--- src/rtl/olirs_pkg.sv ---
// ----------------------------------------------------------------------------
// olirs_pkg: shared definitions of the ordered list
// Sizes, operation codes and the command word that drives the cell chain.
// ----------------------------------------------------------------------------
package olirs_pkg;

	// Capacity of the list and the widths that follow from it.
	localparam int CAPACITY = 128;
	localparam int IDX_W    = (CAPACITY > 1) ? $clog2(CAPACITY) : 1;
	localparam int CNT_W    = $clog2(CAPACITY + 1);
	localparam int POS_W    = 8;
	localparam int CMP_W    = (CNT_W > POS_W) ? CNT_W : POS_W;
	localparam int DATA_W   = 32;
	localparam int OP_W     = 2;
	localparam int FIDX_W   = 7;
	localparam int COUNT_W  = 8;

	// Search results are encoded in groups of cells, then across groups.
	localparam int GRP_SIZE = 16;
	localparam int OFF_W    = $clog2(GRP_SIZE);
	localparam int NGRP     = (CAPACITY + GRP_SIZE - 1) / GRP_SIZE;
	localparam int GRP_W    = (NGRP > 1) ? $clog2(NGRP) : 1;

	// Operation codes of the request word.
	typedef enum logic [OP_W-1:0] {
		OP_APPEND = 2'd0,
		OP_INSERT = 2'd1,
		OP_REMOVE = 2'd2,
		OP_SEARCH = 2'd3
	} op_t;

	// What every cell does in a cycle.
	typedef enum logic [1:0] {
		CMD_NONE,
		CMD_INSERT,
		CMD_REMOVE,
		CMD_SEARCH
	} cmd_kind_t;

	// Command broadcast to the whole chain.
	typedef struct packed {
		cmd_kind_t          kind;
		logic [CMP_W-1:0]   pos;
		logic [CMP_W-1:0]   count;
		logic [DATA_W-1:0]  value;
	} cell_cmd_t;

	// Lowest hit inside one group of cells.
	typedef struct packed {
		logic               hit;
		logic [OFF_W-1:0]   off;
	} grp_hit_t;

	// Sequencer states.
	typedef enum logic [2:0] {
		ST_IDLE  = 3'b001,
		ST_MATCH = 3'b010,
		ST_GROUP = 3'b100
	} state_t;

endpackage

--- src/rtl/olirs_cell.sv ---
// ----------------------------------------------------------------------------
// olirs_cell: one entry of the list
// Holds one value, takes it from a neighbor on insert or remove, and
// compares it against the search value.
// ----------------------------------------------------------------------------
module olirs_cell (
	input  logic                           clk,
	input  olirs_pkg::cell_cmd_t           cmd,
	input  logic [olirs_pkg::IDX_W-1:0]    idx,
	input  logic [olirs_pkg::DATA_W-1:0]   left,
	input  logic [olirs_pkg::DATA_W-1:0]   right,
	output logic [olirs_pkg::DATA_W-1:0]   data,
	output logic                           match
);

	logic [olirs_pkg::DATA_W-1:0] data_q;
	logic                         match_q;
	logic [olirs_pkg::CMP_W-1:0]  idx_w;

	assign idx_w = olirs_pkg::CMP_W'(idx);

	// Shift up from the left on insert, down from the right on remove.
	always_ff @(posedge clk) begin
		case (cmd.kind)
			olirs_pkg::CMD_INSERT: begin
				if (idx_w > cmd.pos) begin
					data_q <= left;
				end else if (idx_w == cmd.pos) begin
					data_q <= cmd.value;
				end
			end
			olirs_pkg::CMD_REMOVE: begin
				if (idx_w >= cmd.pos) begin
					data_q <= right;
				end
			end
			default: begin
			end
		endcase
	end

	// Only entries below the count take part in a search.
	always_ff @(posedge clk) begin
		if (cmd.kind == olirs_pkg::CMD_SEARCH) begin
			match_q <= (idx_w < cmd.count) && (data_q == cmd.value);
		end
	end

	assign data  = data_q;
	assign match = match_q;

endmodule

--- config.mk ---
export PLATFORM = sky130hd
export DESIGN_NAME = olirs_cell
export DESIGN_NICKNAME = d
export VERILOG_FILES = /design/src/rtl/olirs_pkg.sv /design/src/rtl/olirs_cell.sv
export SDC_FILE = /design/constraint.sdc
export NUM_CORES = 1
export LEC_CHECK = 0
export ABC_AREA = 1
export BUFFER_PORTS_ARGS = -buffer_cell sky130_fd_sc_hd__clkbuf_2
export CAP_MARGIN = 20
export CORE_MARGIN = 1
export CORE_UTILIZATION = 46
export CTS_CLUSTER_DIAMETER = 40
export DETAILED_ROUTE_END_ITERATION = 8
export PLACE_DENSITY = 0.78
export SLEW_MARGIN = 15
export SYNTH_ARGS = -nofsm -noshare
export SYNTH_HDL_FRONTEND = slang
export SYNTH_SLANG_ARGS = --single-unit
--- constraint.sdc ---
create_clock -name clk -period 3.36 [get_ports clk]
set_clock_uncertainty 0.1 [all_clocks]
set_input_delay 0.672 -clock clk [delete_from_list [all_inputs] [get_ports clk]]
set_output_delay 0.672 -clock clk [all_outputs]
set_load 0.03 [all_outputs]
# Word level (Yosys, flattened, before mapping)
# Index checks and enable logic that the tools add are counted.
# word_totals
mem_bits_ro	0
ff_bits	33
latch_bits	0
mem_count	0
ram_bits	0
# op_classes
multipliers	0
magnitude_cmp	3
addsub	0
n_eq_ne	7
div	0
muxes	4
shifts	0
n_reduce_logical	3
bitwise	0
# op_table
operator	n
32-bit two-way mux	3
32-bit case mux with 2 select lines	1
32-bit equality test	1
7-bit by 8-bit equality test with 1-bit output	1
7-bit by 8-bit >= comparator with 1-bit output	1
7-bit by 8-bit greater-than comparator with 1-bit output	1
7-bit by 8-bit less-than comparator with 1-bit output	1
2-bit equality test, second input constant	2
3-bit != test, second input constant	1
3-bit AND reduction	1
2-bit by 1-bit equality test with 1-bit output, second input constant	1
2-bit != test, second input constant	1
2-bit nonzero test	1
1-bit logical AND	1

# Logic depth before layout (Yosys ltp)
# depth
word_depth	4
depth_mapped	14
ltp_nobuf	13

# Worst setup path before layout
# Ideal clock, no wire load.
# synth_timing
kind	input -> register
start	input port cmd[46] (netlist name)
end	register data_q (netlist bit data[0]) (enable)
arrival_ns	2.360
path_slack_ns	0.513
n_path_buf	1
stages	9
required_ns	2.873
setup_ns	0.387
cell_sequence	inv_1 ha_1 inv_1 nor3_4 nand4_2 buf_2 nand3_1 o21ai_0 inv_1
# synth_via
elab_chain_cells	3
# synth_lines
item	line_no	rtl
start, declared	olirs_cell.sv:8	input olirs_pkg::cell_cmd_t cmd,
7-bit by 8-bit greater-than comparator with 1-bit output, or another cell as far along	olirs_cell.sv:26	if (idx_w > cmd.pos) begin
3-bit != test (no line) / 2-bit != test (equally long branches)	--	
3-bit AND reduction (no line) (*)	--	
end signal, assigned	olirs_cell.sv:27	data_q <= left;
end signal, assigned	olirs_cell.sv:29	data_q <= cmd.value;
end signal, assigned	olirs_cell.sv:34	data_q <= right;
end, declared	olirs_cell.sv:16	logic [olirs_pkg::DATA_W-1:0] data_q;
# Mark *: on every way between the ends. The rest lies on a longest branch, timed or not.
# A chain may end at the register's enable or synchronous reset.

# Final worst setup path
# layout_timing
start	input port cmd[45] (netlist name)
end	register data_q (netlist bit data[18]) (data pin)
# layout_via
elab_chain_cells	3
# layout_lines
item	line_no	rtl
7-bit by 8-bit greater-than comparator with 1-bit output	olirs_cell.sv:26	
32-bit two-way mux	olirs_cell.sv:26	
32-bit case mux with 2 select lines	olirs_cell.sv:24	case (cmd.kind)
# Every way passes these cells.

==> metrics <==
status=finished clean; cts hold-fix bufs=0; First DRT Iteration DRCs=roughly 150; Area Growth Syn to Fin=31.7%; main combinational cell family by area after synthesis=simple AND/OR/NAND/NOR gates; drt first pass iters=4; max incr delay on CP=about 0.29 ns; Yosys top cell area share=0.345; leading register cell type out of synthesis=edfxtp_1; later-pin clock latency in the skew report=between 0.2 and 0.3 ns; largest net degree at the start of global routing=35; FF+latch area=roughly 990 um^2; Worst Path Max Fanout=18; postcts setup bufs=0; Cells on Worst Hold Path=3; Clk pwr share=0.245; simple-gate share of the synthesized area=0.376; worst vdd ir=about 0.00021 V; worst path bufs/invs=3; gpl congestion=0.841; diodes inserted=0; RSZ-0062 raised after global routing=false; Setup CP Type=input pin to flop; crit-path cells=clkbuf_2 -> inv_1 -> ha_1 -> nand2_1 -> nor3_4 -> nand2_1 -> nand2_2 -> buf_4 -> nand3_1 -> nand3_1 -> nand2_1; family with the most delay on the worst path=simple AND/OR/NAND/NOR gates; Resized Gates After CTS=0; largest cells by area after synthesis=edfxtp_1 (34%), nand2_1 (18%), nand3_1 (13%), inv_1 (12%), ha_1 (5.7%); Most Frequent Cell on Critical Path=nand2_1; Reg power frac=0.424; Final Cycle Share=0.688; Final Setup Violations=0; initial antenna violation count=0; total number of vias=3045; CTS sink cnt=33; Synth Area per Inst=about 6.8 um^2; switching pwr=419 uW; GRT Total Usage=0.234; number of global-route vias before repair=2809; post-synthesis compound-gate area fraction=0.0200; syn nets=about 560; routed wire length=approximately 7400 um; die height=a little over 80 um; fin area=between 3000 and 4000 um^2; multi-input logic area=between 1000 and 1500 um^2; first-pass GRT wire length=roughly 12000 um; asr flop ratio synth=0; Worst Hold Launch=right[25]; Min-Delay Endpoint=data[25]; Mapped Area=2870 um^2; WP data required=approximately 3.3 ns; CP arrival=between 2 and 2.5 ns; Max Slew Vio Count=0; multiplexer area fraction after synthesis=0; clk root buf=clkbuf_8; Worst Tran Pin Value=about 0.37 ns; area leader, netlist=edfxtp_1; xor/xnor share of the synthesized area=0.0518; worst r2r path cells=7; Setup crit start kind=input pin; number of enable flip-flop cells after synthesis=33; H-tree depth=2; Clock transition at path regs=0.08 ns; Max Cap Violations=0; post-DR wirelength/cell=roughly 11 um; Starting Density=0.482; reg-to-reg startpoint=data[21]; vias per cell=around 4.7; CTS tree=built; fillers=584; total CTS buffers=5; max_slew headroom=0.751; Final nets=roughly 710; Max Fclk=~430 MHz; final setup TNS=0 ns; Synth Register Bits=33; Ys Warns=0; I/O pin count=between 150 and 200; die width=a little over 80 um; reg2reg end=match; synthesized netlist cell count=424; Adder-Cell Fraction of Synth Area=0.0566; CP max-delay cell=ha_1; GRT overflow=0; hpwl dp=approximately 5800 um; Die Area=about 6600 um^2; placed inst area=3700 um^2; share of cells above drive strength 1=0.319; Max Buffers Root-to-Sink=2; sw frac=0.342; Worst R2R Setup Slack=between 1.5 and 2 ns; DRT antenna net count=0; Pint=805 uW; Leak=0.00225 uW; Seq/Total Area, Yosys=0.345; Core ar.=between 5000 and 6000 um^2; Combinational Power Share=0.330; Residual DRC=0; pwr dens=~320 nW/um^2; port bufs=~150; minimum clock period=around 2.3 ns; Distinct cells, synth=21; row cnt=28; Setup crit end kind=flop; Final Hold Fails=0; hold crit path type=input pin to flop
==> metrics by stage <==
| step | total power (uW) | hold slack [ns] | instances | setup slack, ns | util |
|---|---|---|---|---|---|
| 2_1_floorplan | 792 | 0.758 | 424 | 0.513 | - |
| 3_3_place_gp | 924 | 0.747 | 644 | 0.766 | 0.621 |
| 3_5_place_dp | 935 | 0.767 | 644 | 0.719 | 0.621 |
| 4_1_cts | 1240 | 0.541 | 652 | 1.03 | 0.635 |
| 5_1_grt | 1310 | 0.556 | 652 | 0.853 | 0.635 |
| 6_report | 1220 | 0.547 | 652 | 1.05 | 0.635 |
==> state kept, by name, indices dropped and copies added, names as in the netlist <==
name,flops
match,1
data,32
==> worst min-delay path, cell delays in order <==
cell and delay, ns:
clkbuf_2 0.07, nand2_1 0.04, nand2_1 0.05
==> how the worst max path moves through the flow <==
stage               startpoint  depth (start not counted)        to  slack, ns
global route           cmd[46]                         11  data[17]       0.85
floorplan              cmd[46]                          9   data[0]       0.51
CTS                    cmd[46]                         11   data[7]       1.03
detailed placement     cmd[46]                         11   data[0]       0.72
global placement       cmd[46]                         11   data[7]       0.77
finish                 cmd[45]                         11  data[18]       1.05
==> per-layer routing <==
layer	track usage	up-vias	wire length, um
li1	-	1612	-
met4	0.0982	0	129
met5	0	-	0
met3	0.0303	11	499
met2	0.421	121	3680
met1	0.278	1301	3070
==> placed cells by master, fill, tap and decap left out <==
| cell type | Yosys | final |
|---|---|---|
| a22oi_2 | 1 | 1 |
| nor2_1 | 13 | 13 |
| nand2_4 | 1 | 1 |
| clkbuf_8 | 0 | 5 |
| nand4_2 | 1 | 1 |
| xnor2_1 | 17 | 17 |
| nand2_1 | 138 | 138 |
| clkinv_2 | 0 | 2 |
| or2_2 | 11 | 11 |
| o21a_1 | 2 | 2 |
| nand4_1 | 3 | 3 |
| nor3_4 | 1 | 1 |
| edfxtp_1 | 33 | 33 |
| buf_4 | 0 | 6 |
| ha_1 | 13 | 13 |
| nand3_1 | 76 | 76 |
| o21ai_0 | 2 | 2 |
| nand2_2 | 1 | 1 |
| clkbuf_2 | 0 | 154 |
| inv_1 | 92 | 92 |
| a21oi_1 | 4 | 4 |
| clkinvlp_4 | 0 | 1 |
==> cell families after synthesis <==
kind of cell / count (synthesis)
xor gates and xnor gates: 17
buffers and inverters: 107
DFF: 33
AOI/OAI and AO/OA: 9
and+or+nand+nor: 245
adders and majority gates: 13
==> power groups by stage <==
stage,Sequential (uW),Clock (uW),Combinational (uW)
4_1_cts,520,309,408
2_1_floorplan,586,0,206
6_report,520,301,404
3_5_place_dp,529,0,407
3_3_place_gp,527,0,397
5_1_grt,523,326,458
==> synth_stat cells (all sizes together) (4+ instances only) <==
library cell  count
inv              92
nand4             4
nand2           140
clkbuf            4
nand3            76
ha               13
edfxtp           33
nor2             13
a21oi             4
buf              11
xnor2            17
or2              11
==> cell type report <==
cell class,instances,area share
Multi-Input combinational cell,284,0.383
Inverter,92,0.0913
Clock inverter,3,0.00463
Clock buffer,5,0.0182
Timing Repair Buffer,160,0.216
Tap cell,75,0.0248
Sequential cell,33,0.262
No activity file was read; power rests on OpenSTA's default activity.
