==> src/rtl/olirs_pkg.sv <==
// ----------------------------------------------------------------------------
// olirs_pkg: shared definitions of the ordered list
// Sizes, operation codes and the command word that drives the cell chain.
// ----------------------------------------------------------------------------
package olirs_pkg;

	// Capacity of the list and the widths that follow from it.
	localparam int CAPACITY = 128;
	localparam int IDX_W    = (CAPACITY > 1) ? $clog2(CAPACITY) : 1;
	localparam int CNT_W    = $clog2(CAPACITY + 1);
	localparam int POS_W    = 8;
	localparam int CMP_W    = (CNT_W > POS_W) ? CNT_W : POS_W;
	localparam int DATA_W   = 32;
	localparam int OP_W     = 2;
	localparam int FIDX_W   = 7;
	localparam int COUNT_W  = 8;

	// Search results are encoded in groups of cells, then across groups.
	localparam int GRP_SIZE = 16;
	localparam int OFF_W    = $clog2(GRP_SIZE);
	localparam int NGRP     = (CAPACITY + GRP_SIZE - 1) / GRP_SIZE;
	localparam int GRP_W    = (NGRP > 1) ? $clog2(NGRP) : 1;

	// Operation codes of the request word.
	typedef enum logic [OP_W-1:0] {
		OP_APPEND = 2'd0,
		OP_INSERT = 2'd1,
		OP_REMOVE = 2'd2,
		OP_SEARCH = 2'd3
	} op_t;

	// What every cell does in a cycle.
	typedef enum logic [1:0] {
		CMD_NONE,
		CMD_INSERT,
		CMD_REMOVE,
		CMD_SEARCH
	} cmd_kind_t;

	// Command broadcast to the whole chain.
	typedef struct packed {
		cmd_kind_t          kind;
		logic [CMP_W-1:0]   pos;
		logic [CMP_W-1:0]   count;
		logic [DATA_W-1:0]  value;
	} cell_cmd_t;

	// Lowest hit inside one group of cells.
	typedef struct packed {
		logic               hit;
		logic [OFF_W-1:0]   off;
	} grp_hit_t;

	// Sequencer states.
	typedef enum logic [2:0] {
		ST_IDLE  = 3'b001,
		ST_MATCH = 3'b010,
		ST_GROUP = 3'b100
	} state_t;

endpackage

==> src/rtl/olirs_prio.sv <==
// ----------------------------------------------------------------------------
// olirs_prio: group priority encoder
// Finds the lowest set match bit of one group of cells.
// ----------------------------------------------------------------------------
module olirs_prio (
	input  logic [olirs_pkg::GRP_SIZE-1:0] bits,
	output olirs_pkg::grp_hit_t            result
);

	// Scan from the top so the lowest set bit wins.
	always_comb begin
		result.hit = |bits;
		result.off = '0;
		for (int b = olirs_pkg::GRP_SIZE - 1; b >= 0; b--) begin
			if (bits[b]) begin
				result.off = olirs_pkg::OFF_W'(b);
			end
		end
	end

endmodule

==> config.mk <==
export PLATFORM = sky130hd
export DESIGN_NAME = olirs_prio
export DESIGN_NICKNAME = d
export VERILOG_FILES = /design/src/rtl/olirs_pkg.sv /design/src/rtl/olirs_prio.sv
export SDC_FILE = /design/constraint.sdc
export NUM_CORES = 1
export LEC_CHECK = 0
export BUFFER_PORTS_ARGS = -buffer_cell sky130_fd_sc_hd__clkbuf_2
export CORE_AREA = 10 10 47 49
export DETAILED_ROUTE_END_ITERATION = 8
export DIE_AREA = 0 0 57 59
export PLACE_DENSITY = 0.38
export SYNTH_ARGS = -nofsm -noshare
export SYNTH_HDL_FRONTEND = slang
export SYNTH_SLANG_ARGS = --single-unit
==> constraint.sdc <==
create_clock -name vclk -period 0.9
set_input_delay 0.09 -clock vclk [all_inputs]
set_output_delay 0.09 -clock vclk [all_outputs]
set_load 0.02 [all_outputs]
# After elaboration in Yosys (flattened, before gate mapping)
# Cells that the tools add are included.
word_totals:
  out_inout_bits: 5
  ramBits: 0
  mem_bits_ro: 0
  n_memories: 0
  latch_bits: 0
  ff_bits: 0
op_classes:
  n_shift: 0
  n_bitwise: 0
  n_reduce_logical: 1
  mul: 0
  order_cmp: 0
  div: 0
  n_eq_ne: 0
  addsub: 0
  mux: 16
op_table:
  columns: ["operator", "n"]
  rows:
  - ["4-bit 2-to-1 mux", 16]
  - ["16-bit OR reduction", 1]

# Depth between registers and ports, before layout
# Gate-level depths: netlist (run 1).
depth:
  depth_word: 16
  ltp_mapped: 4
  ltp_nobuf: 4

# Worst setup path before layout (run 1)
# Ideal clock, no wire load.
synth_timing:
  path_type: "input to output"
  startpoint: "input port bits[4] (netlist name)"
  endpoint: "output port result[4] (netlist name)"
  cell_stages: 3
  slack_ns: -0.065
  required_ns: 0.810
  arrival_ns: 0.875
  path_cell_list: "nor4_2 > nand3_1 > or3_1"
synth_lines:
  columns: ["item", "line_no", "source"]
  rows:
  - ["start: declaration", "olirs_prio.sv:6", "input logic [olirs_pkg::GRP_SIZE-1:0] bits,"]
  - ["end: declaration", "olirs_prio.sv:7", "output olirs_pkg::grp_hit_t result"]

==> summary.txt, run 1 <==
Status -> finished with violations
Failing checks -> setup timing
Required @ worst endpoint -> 0.81 ns
Crit path largest cell delay -> 0.35 ns
Post-Syn Area -> 176 um2
# fillers -> 148
Core area -> 1400 um2
Switching Share -> 44.2%
Yosys warns -> 0
Aggregate global-route resource usage -> 5.05%
Post-route ant nets -> 0
Worst vdd ir -> 0.000130 V
Gr ovfl total -> 0
Max Freq -> 848 MHz
Synthesized instance count -> 34
Cell area power density -> 382 nW/um2
Starting Density -> 12.6%
Final slew viol count -> 0
FFs & Latches -> 0
CP Buf/Inv Count -> 2
Avg Cell Area, Syn -> 5.19 um2
Number of port buffers -> 21
RSZ-0062 raised after global routing -> yes
CP max-delay cell -> or3_4
Seq pwr share -> 0%
Design Area, Final -> 594 um2
Clock power share -> 0%
Detail Placement HPWL -> 803 um
Register area -> 0 um2
GR peak layer -> met2
Pleak -> 0.267 nW
Area after DPL -> 409 um2
Share of layout cells above drive strength 1 -> 69.1%
Tcrit/Tclk final -> 131%
Area leader, netlist -> nor2_1
Grt met2 use -> 8.84%
Worst setup path class -> in -> out
Ant diodes -> 0
GR Util met3 -> 0.644%
Most frequent cell after synthesis -> nor2_1
Layout Utilization -> 42.4%
Top cells by area, synth -> nor2_1 (15%), nand2_1 (11%), a21oi_1 (8.5%)
Fin. Hold Viols -> 0
First-pass GRT wire length -> 1.54 mm
Rows -> 14
Max-cap viol count -> 0
Vias -> 360
Chip Width -> 57 um
Final net count -> 86
Cell internal pwr -> 0.127 mW
Die Y -> 59 um
P_sw -> 0.101 mW
Slew @ Worst Pin -> 0.260 ns
DRC viols -> 0
DR pass1 iterations -> 4
Final setup fails -> 5
Sequential area share after synthesis -> 0%
Die area -> 3360 um2
Netlist cell types -> 17
Met1 usage -> 6.75%
Routability cong. -> 0.725
Starting DRT DRC Count -> 5
Comb power frac -> 100.0%
Max_slew headroom -> 82.6%
Synth cell count leaders -> nor2_1 (7), nand2_1 (5), a21oi_1 (3), inv_1 (3)
CP cell instances -> buf_6 -> nor4_4 -> nand3_1 -> or3_4 -> buf_8
Number of global-route vias before repair -> 386
Antenna violations before repair -> 0
Total wire length -> 960 um
Post-layout minimum cycle time -> 1.18 ns
I/O pin cnt -> 21
Crit. End Element -> output port
Total Power -> 0.227 mW
Post-synth top area share -> 14.9%
Largest fanout on the critical path -> 2
Delay-heaviest family, CP -> simple AND/OR/NAND/NOR gates
Min-delay worst type -> in -> out
Drt wl/cell -> 11.4 um
Clock buffer count -> 0
Post-Syn Nets -> 50
Layout area overhead -> 237%
Routed vias/inst -> 4.29
Crit path DAT -> 1.09 ns
Setup ws final -> -0.280 ns
Startpoint types -> primary input
Largest net degree at the start of global routing -> 5
## layout by cell type (no fill, tap or decap), drive strengths merged
| cell | instances |
|---|---|
| nor2 | 8 |
| o22ai | 1 |
| nor3 | 1 |
| nand3 | 2 |
| a21oi | 3 |
| nand2 | 5 |
| nand2b | 1 |
| nor4 | 2 |
| o31ai | 1 |
| clkbuf | 13 |
| or3 | 1 |
| inv | 3 |
| a31oi | 2 |
| buf | 21 |
| o311a | 1 |
| and3 | 1 |
| o21ai | 2 |
## per-stage QoR
stage                     setup TNS (ns)  worst slack, ns  std cells  hold slack, ns
after global placement             -1.12           -0.314         83           0.573
after detailed placement           -1.11           -0.327         83           0.575
after floorplan                  -0.0648          -0.0521         34           0.265
final                             -0.830           -0.280         84           0.593
after CTS                         -0.969           -0.298         83           0.584
after global routing               -1.06           -0.326         84           0.626
## final cells by class
class | count | area (um2) | area share (%)
repair buffers | 34 | 305 | 51.4
multi-input cells | 31 | 258 | 43.4
inverters | 3 | 11.3 | 1.89
well taps | 16 | 20.0 | 3.37
## layer usage
metal | up-vias | part of all wire [%] | wire length (um)
met5 | - | 0 | 0
met4 | 0 | 0 | 0
met3 | 0 | 3.4 | 33
met2 | 9 | 48 | 464
met1 | 157 | 48 | 461
li1 | 194 | - | -
## power groups by stage
stage | clock (mW) | sequential [mW] | combinational (mW)
floorplan | 0 | 0 | 0.0521
global placement | 0 | 0 | 0.154
detailed placement | 0 | 0 | 0.154
CTS | 0 | 0 | 0.201
global route | 0 | 0 | 0.246
finish | 0 | 0 | 0.227
## logic make-up after synthesis
family,Yosys count,share of synthesized area (%)
and+or+nand+nor,21,58.9
buffers and inverters,3,6.38
AOI/OAI and AO/OA,10,34.8
## path summary, 6_finish.rpt
check | from | endpoint | slack [ns] | cells past startpoint
worst max-delay path | bits[4] | result[4] | -0.28 | 5
worst min-delay path | bits[13] | result[4] | 0.59 | 5
## what timing repair did
action	4_1_cts	5_1_grt
resized for setup	20	26
endpoints found under the setup margin	5	5
buffers inserted	0	1
pin swaps	8	6
cloned	0	0
hold buffers	0	0
(Power assumes the default switching activity.)
==> run 2, diff against run 1 <==
clock period = 1.5 ns   (was 0.9 ns; I/O delays follow)
==> run 2 against run 1 <==
Net effect:
- largest cell class is now multi-input combinational cells
- critical path depth did not move
- non-clock buffer count fell by 13
- sequential share of layout area did not move
- cell count fell by 15%
- largest power group unchanged
- via count fell by 11%
- routed wire length fell by 19%
- the run now ends clean
- die area did not move
- worst setup slack improved by 0.49 ns
- combinational power fell by 70%
- flip-flop and latch count did not move
==> summary.txt, run 2 (synthesized netlist as in run 1, its figures left out) <==
Status -> finished, final reports clean
DR pass1 iterations -> 4 (unchanged)
Share of layout cells above drive strength 1 -> 41.8% (-27 points)
Switching Share -> 57.0% (+13 points)
Area after DPL -> 302 um2 (-26%)
Ant diodes -> 0 (unchanged)
Tcrit/Tclk final -> 86.1%
Setup TNS -> 0 ns (+0.830 ns)
Min-delay worst type -> in -> out
Core area -> 1400 um2 (unchanged)
Clock power share -> 0% (unchanged)
Post-layout minimum cycle time -> 1.29 ns
Max-cap viol count -> 0 (unchanged)
Final slew viol count -> 0 (unchanged)
Post-CTS Setup Bufs -> 0 (unchanged)
Final net count -> 73 (-15%)
Die area -> 3360 um2 (unchanged)
Drt wl/cell -> 11.0 um (-3.6%)
Commonest cells after routing, fill and taps aside -> clkbuf_2 (21), nor2_1 (7), nand2_1 (5)
Design Area, Final -> 302 um2 (-49%)
Aggregate global-route resource usage -> 4.43% (-0.62 points)
# fillers -> 173 (+17%)
Cell area power density -> 227 nW/um2 (-41%)
Cell internal pwr -> 0.0295 mW (-77%)
Clock buffer count -> 0 (unchanged)
I/O pin cnt -> 21 (unchanged)
Total wire length -> 782 um (-19%)
Layout area overhead -> 70.9%
Vias -> 321 (-11%)
Register area -> 0 um2 (unchanged)
Routed vias/inst -> 4.52 (+5.5%)
Total Power -> 0.0686 mW (-70%)
Post-route ant nets -> 0 (unchanged)
Number of port buffers -> 21 (unchanged)
Hold path depth -> 3 (-2)
Max_slew headroom -> 77.9% (-4.6 points)
Required @ worst endpoint -> 1.35 ns (+0.54 ns)
Die Y -> 59 um (unchanged)
Startpoint types -> primary input
Starting DRT DRC Count -> 7 (+2)
Starting Density -> 12.6% (unchanged)
Antenna violations before repair -> 0 (unchanged)
Rows -> 14 (unchanged)
RSZ-0062 raised after global routing -> no
Crit path DAT -> 1.14 ns (+0.05 ns)
Worst vdd ir -> 0.0000576 V (-56%)
Comb power frac -> 100.0% (about the same)
Largest fanout on the critical path -> 3 (+1)
First-pass GRT wire length -> 1.32 mm (-14%)
DRC viols -> 0 (unchanged)
Chip Width -> 57 um (unchanged)
FFs & Latches -> 0 (unchanged)
Slew @ Worst Pin -> 0.328 ns (+0.0684 ns)
Crit. End Element -> output port
Leading cell type in the layout, fill and taps excluded -> clkbuf_2
Gr ovfl total -> 0 (unchanged)
Setup ws final -> 0.208 ns (+0.488 ns)
CP Capture Point -> result[4]
Setup crit start -> bits[4]
P_sw -> 0.0391 mW (-61%)
Final setup fails -> 0 (-5)
Max Freq -> 774 MHz
Seq pwr share -> 0% (unchanged)
# hold bufs at CTS -> 0 (unchanged)
Detail Placement HPWL -> 747 um (-7.0%)
Pleak -> 0.155 nW (-42%)
Fin. Hold Viols -> 0 (unchanged)
Pre-CTS setup slack -> 0.182 ns (+0.509 ns)
Number of global-route vias before repair -> 321 (-17%)
Worst setup path class -> in -> out
CTS-repair resized insts -> 0 (-100%)
Routability cong. -> 0.672 (-7.3%)
Largest net degree at the start of global routing -> 5 (unchanged)
-- run 2: changes by cell type in the layout (fill, tap and decap cells not counted), moves of 2 or more --
cell,delta
nor2_2,-2
o21ai_0,+2
nor2_4,-2
buf_4,-14
clkbuf_2,+11
nor2_1,+4
buf_8,-2
clkbuf_16,-2
nor4_4,-2
buf_6,-5
-- run 2: how the worst min path moves through the flow --
stage                       start        end  slack, ns
final                     bits[0]  result[0]       0.62
after global routing      bits[0]  result[0]       0.63
after CTS                 bits[0]  result[0]       0.62
after detailed placement  bits[0]  result[0]       0.62
after global placement    bits[0]  result[0]       0.62
after floorplan           bits[0]  result[0]       0.43
-- run 2: per-stage QoR --
stage	instances	utilization, %	hold WS (ns)
finish	71	21.5	0.618
global route	71	21.5	0.629
CTS	71	21.5	0.617
detailed placement	71	21.5	0.616
global placement	71	21.5	0.623
floorplan	34	-	0.433
-- run 2: critical path, cell delays in order --
cell and delay (ns):
clkbuf_2 0.10, nor4_2 0.29, nand3_1 0.13, or3_1 0.31, clkbuf_2 0.16
-- run 2: final cells by class --
type | instances | area (um2) | area share (%)
well taps | 16 | 20.0 | 6.64
repair buffers | 21 | 105 | 34.9
multi-input cells | 31 | 165 | 54.8
inverters | 3 | 11.3 | 3.73
-- run 2: layer usage --
| layer | part of all wire, % | GRT usage, % | routed length [um] | vias up |
|---|---|---|---|---|
| met5 | 0 | 0 | 0 | - |
| met4 | 0 | 0 | 0 | 0 |
| met3 | 3.7 | 0.429 | 29 | 0 |
| met2 | 54 | 8.99 | 425 | 12 |
| met1 | 42 | 5.05 | 327 | 143 |
| li1 | - | - | - | 166 |
-- run 2: power by group through the flow --
stage / combinational, mW / clock (mW) / sequential, mW
global placement: 0.0700 / 0 / 0
floorplan: 0.0290 / 0 / 0
global route: 0.0782 / 0 / 0
CTS: 0.0694 / 0 / 0
finish: 0.0686 / 0 / 0
detailed placement: 0.0691 / 0 / 0
==> run 3, diff against run 2 <==
ABC_AREA = 1   (was unset)
PLACE_DENSITY = 0.41   (was 0.38)
==> run 3 against run 2 <==
Net effect:
- synthesized cell count grew 44%
- fmax shrank 2.3%
- non-clock buffer count is the same
- cell count grew 21%
- utilization grew 2.3 points
- first-iteration DRC count shrank 57%
- total power grew 5.4%
- critical path depth grew 12
- critical path type unchanged
==> summary.txt, run 3 <==
Slew @ Worst Pin -> 0.348 ns (+0.0200 ns)
Required @ worst endpoint -> 1.35 ns (about the same)
Crit path DAT -> 1.17 ns (+0.03 ns)
Area after DPL -> 334 um2 (+11%)
Total wire length -> 701 um (-10%)
Worst vdd ir -> 0.0000647 V (+12%)
Worst setup path class -> in -> out
Drt wl/cell -> 8.15 um (-26%)
I/O pin cnt -> 21 (unchanged)
Setup TNS -> 0 ns (unchanged)
Min-delay worst type -> in -> out
# hold bufs at CTS -> 0 (unchanged)
Die Y -> 59 um (unchanged)
Ant diodes -> 0 (unchanged)
First-pass GRT wire length -> 1.18 mm (-11%)
Routed vias/inst -> 3.71 (-18%)
Post-Syn Nets -> 65 (+30%)
Core area -> 1400 um2 (unchanged)
Met1 WL -> 329 um (+0.61%)
Sequential area share after synthesis -> 0% (unchanged)
RSZ-0062 raised after global routing -> no
Max Freq -> 757 MHz (-2.3%)
Startpoint types -> primary input
FFs & Latches -> 0 (unchanged)
Post-route ant nets -> 0 (unchanged)
CTS-repair resized insts -> 0 (unchanged)
Design Area, Final -> 334 um2 (+11%)
Synthesized instance count -> 49 (+44%)
Switching Share -> 55.5% (-1.5 points)
Area leader, netlist -> nand2_1
Post-CTS Setup Bufs -> 0 (unchanged)
Status -> finished, final reports clean
Leading cell type in the layout, fill and taps excluded -> clkbuf_2
Top cells by area, synth -> nand2_1 (27%), inv_1 (16%), nand3_1 (12%)
Cell area power density -> 216 nW/um2 (-4.9%)
Met3 WL post-DR -> 81 um (+180%)
Starting DRT DRC Count -> 3 (-4)
Synth cell count leaders -> nand2_1 (15), inv_1 (9), inv_2 (6)
Post-layout minimum cycle time -> 1.32 ns (+0.0297 ns)
Aggregate global-route resource usage -> 3.79% (-0.64 points)
Chip Width -> 57 um (unchanged)
Hold Path Origin -> bits[0]
Vias -> 319 (-0.62%)
Commonest cells after routing, fill and taps aside -> clkbuf_2 (21), nand2_1 (15), inv_1 (9)
Fin. Hold Viols -> 0 (unchanged)
Clock buffer count -> 0 (unchanged)
Netlist cell types -> 11 (-6)
Max_slew headroom -> 76.6% (-1.3 points)
Seq pwr share -> 0% (unchanged)
Final net count -> 88 (+21%)
Clock power share -> 0% (unchanged)
Routability cong. -> 0.584 (-13%)
Tcrit/Tclk final -> 88.1% (+2.0 points)
Final setup fails -> 0 (unchanged)
P_sw -> 0.0402 mW (+2.6%)
Cell internal pwr -> 0.0321 mW (+9.1%)
Largest fanout on the critical path -> 2 (-1)
Comb power frac -> 100.0% (about the same)
WL met2 -> 290 um (-32%)
Avg Cell Area, Syn -> 4.26 um2 (-18%)
Hold path depth -> 3 (unchanged)
Register area -> 0 um2 (unchanged)
Gr ovfl total -> 0 (unchanged)
Max-cap viol count -> 0 (unchanged)
Share of layout cells above drive strength 1 -> 40.0% (-1.8 points)
Die area -> 3360 um2 (unchanged)
Number of port buffers -> 21 (unchanged)
Crit. End Element -> output port
# fillers -> 177 (+2.3%)
DR pass1 iterations -> 3 (-1)
Most frequent cell after synthesis -> nand2_1
Top Layer Used -> met3
Hold worst-path end -> result[0]
Yosys warns -> 0 (unchanged)
Number of global-route vias before repair -> 321 (unchanged)
Largest net degree at the start of global routing -> 4 (-1)
Layout area overhead -> 59.9%
Detail Placement HPWL -> 682 um (-8.7%)
Antenna violations before repair -> 0 (unchanged)
DRC viols -> 0 (unchanged)
Pleak -> 0.223 nW (+44%)
Post-Syn Area -> 209 um2 (+18%)
Post-synth top area share -> 26.9% (+12 points)
Starting Density -> 14.9% (+2.3 points)
Final slew viol count -> 0 (unchanged)
Rows -> 14 (unchanged)
==> run 3: cell count changes in the layout (fill, tap and decap cells not counted), moves of 2 or more <==
cell / change
a31oi_1: -2
nand2_1: +10
nand3_1: +3
o21ai_0: -2
inv_2: +6
inv_1: +6
nor2_1: -2
nor3_1: +2
==> run 3: critical path: stages <==
cell,delay (ns)
clkbuf_2,0.09
inv_1,0.04
nand2_1,0.04
nand2_1,0.05
nand2_1,0.05
nand2_1,0.05
nand2_1,0.04
nand2_1,0.05
nand2_1,0.04
nand2_1,0.05
nand2_1,0.04
nand2_1,0.05
nand2_1,0.04
nand2_1,0.05
nand2_1,0.06
a21oi_2,0.10
clkbuf_2,0.18
==> run 3: cells by family after synthesis <==
kind of cell	Yosys count	share of synthesized area, %
compound gates	3	8.98
simple gates	31	64.1
buf+inv	15	26.9
==> run 3: final cells by class <==
type	instances	area, um2	share of cell area [%]
inverters	15	56.3	16.9
multi-input cells	34	153	45.7
well taps	16	20.0	5.99
repair buffers	21	105	31.5
==> run 3: worst max-delay path by stage <==
stage | start | endpoint | slack (ns) | cells after the start
2_1_floorplan | bits[14] | result[1] | 0.33 | 7
3_3_place_gp | bits[14] | result[0] | 0.18 | 17
3_5_place_dp | bits[14] | result[0] | 0.17 | 17
4_1_cts | bits[14] | result[0] | 0.16 | 17
5_1_grt | bits[14] | result[0] | 0.01 | 17
6_report | bits[14] | result[0] | 0.18 | 17
==> run 3: power groups by stage <==
stage	logic (mW)	registers [mW]	clock network, mW
2_1_floorplan	0.0400	0	0
3_3_place_gp	0.0732	0	0
3_5_place_dp	0.0734	0	0
4_1_cts	0.0737	0	0
5_1_grt	0.0833	0	0
6_report	0.0723	0	0
==> run 3: per-stage QoR <==
| step | std cells | worst slack, ns | util [%] | total power [mW] | hold WS [ns] |
|---|---|---|---|---|---|
| after floorplan | 49 | 0.330 | - | 0.0400 | 0.342 |
| after detailed placement | 86 | 0.165 | 23.8 | 0.0734 | 0.592 |
| after global placement | 86 | 0.176 | 23.8 | 0.0732 | 0.591 |
| after global routing | 86 | 0.0141 | 23.8 | 0.0833 | 0.612 |
| after CTS | 86 | 0.161 | 23.8 | 0.0737 | 0.593 |
| final | 86 | 0.178 | 23.8 | 0.0723 | 0.589 |
==> run 3: routing by layer <==
| layer | track usage [%] | up-vias |
|---|---|---|
| met1 | 4.49 | 116 |
| met5 | 0 | - |
| met2 | 6.51 | 14 |
| met3 | 1.72 | 0 |
| met4 | 0 | 0 |
| li1 | - | 189 |
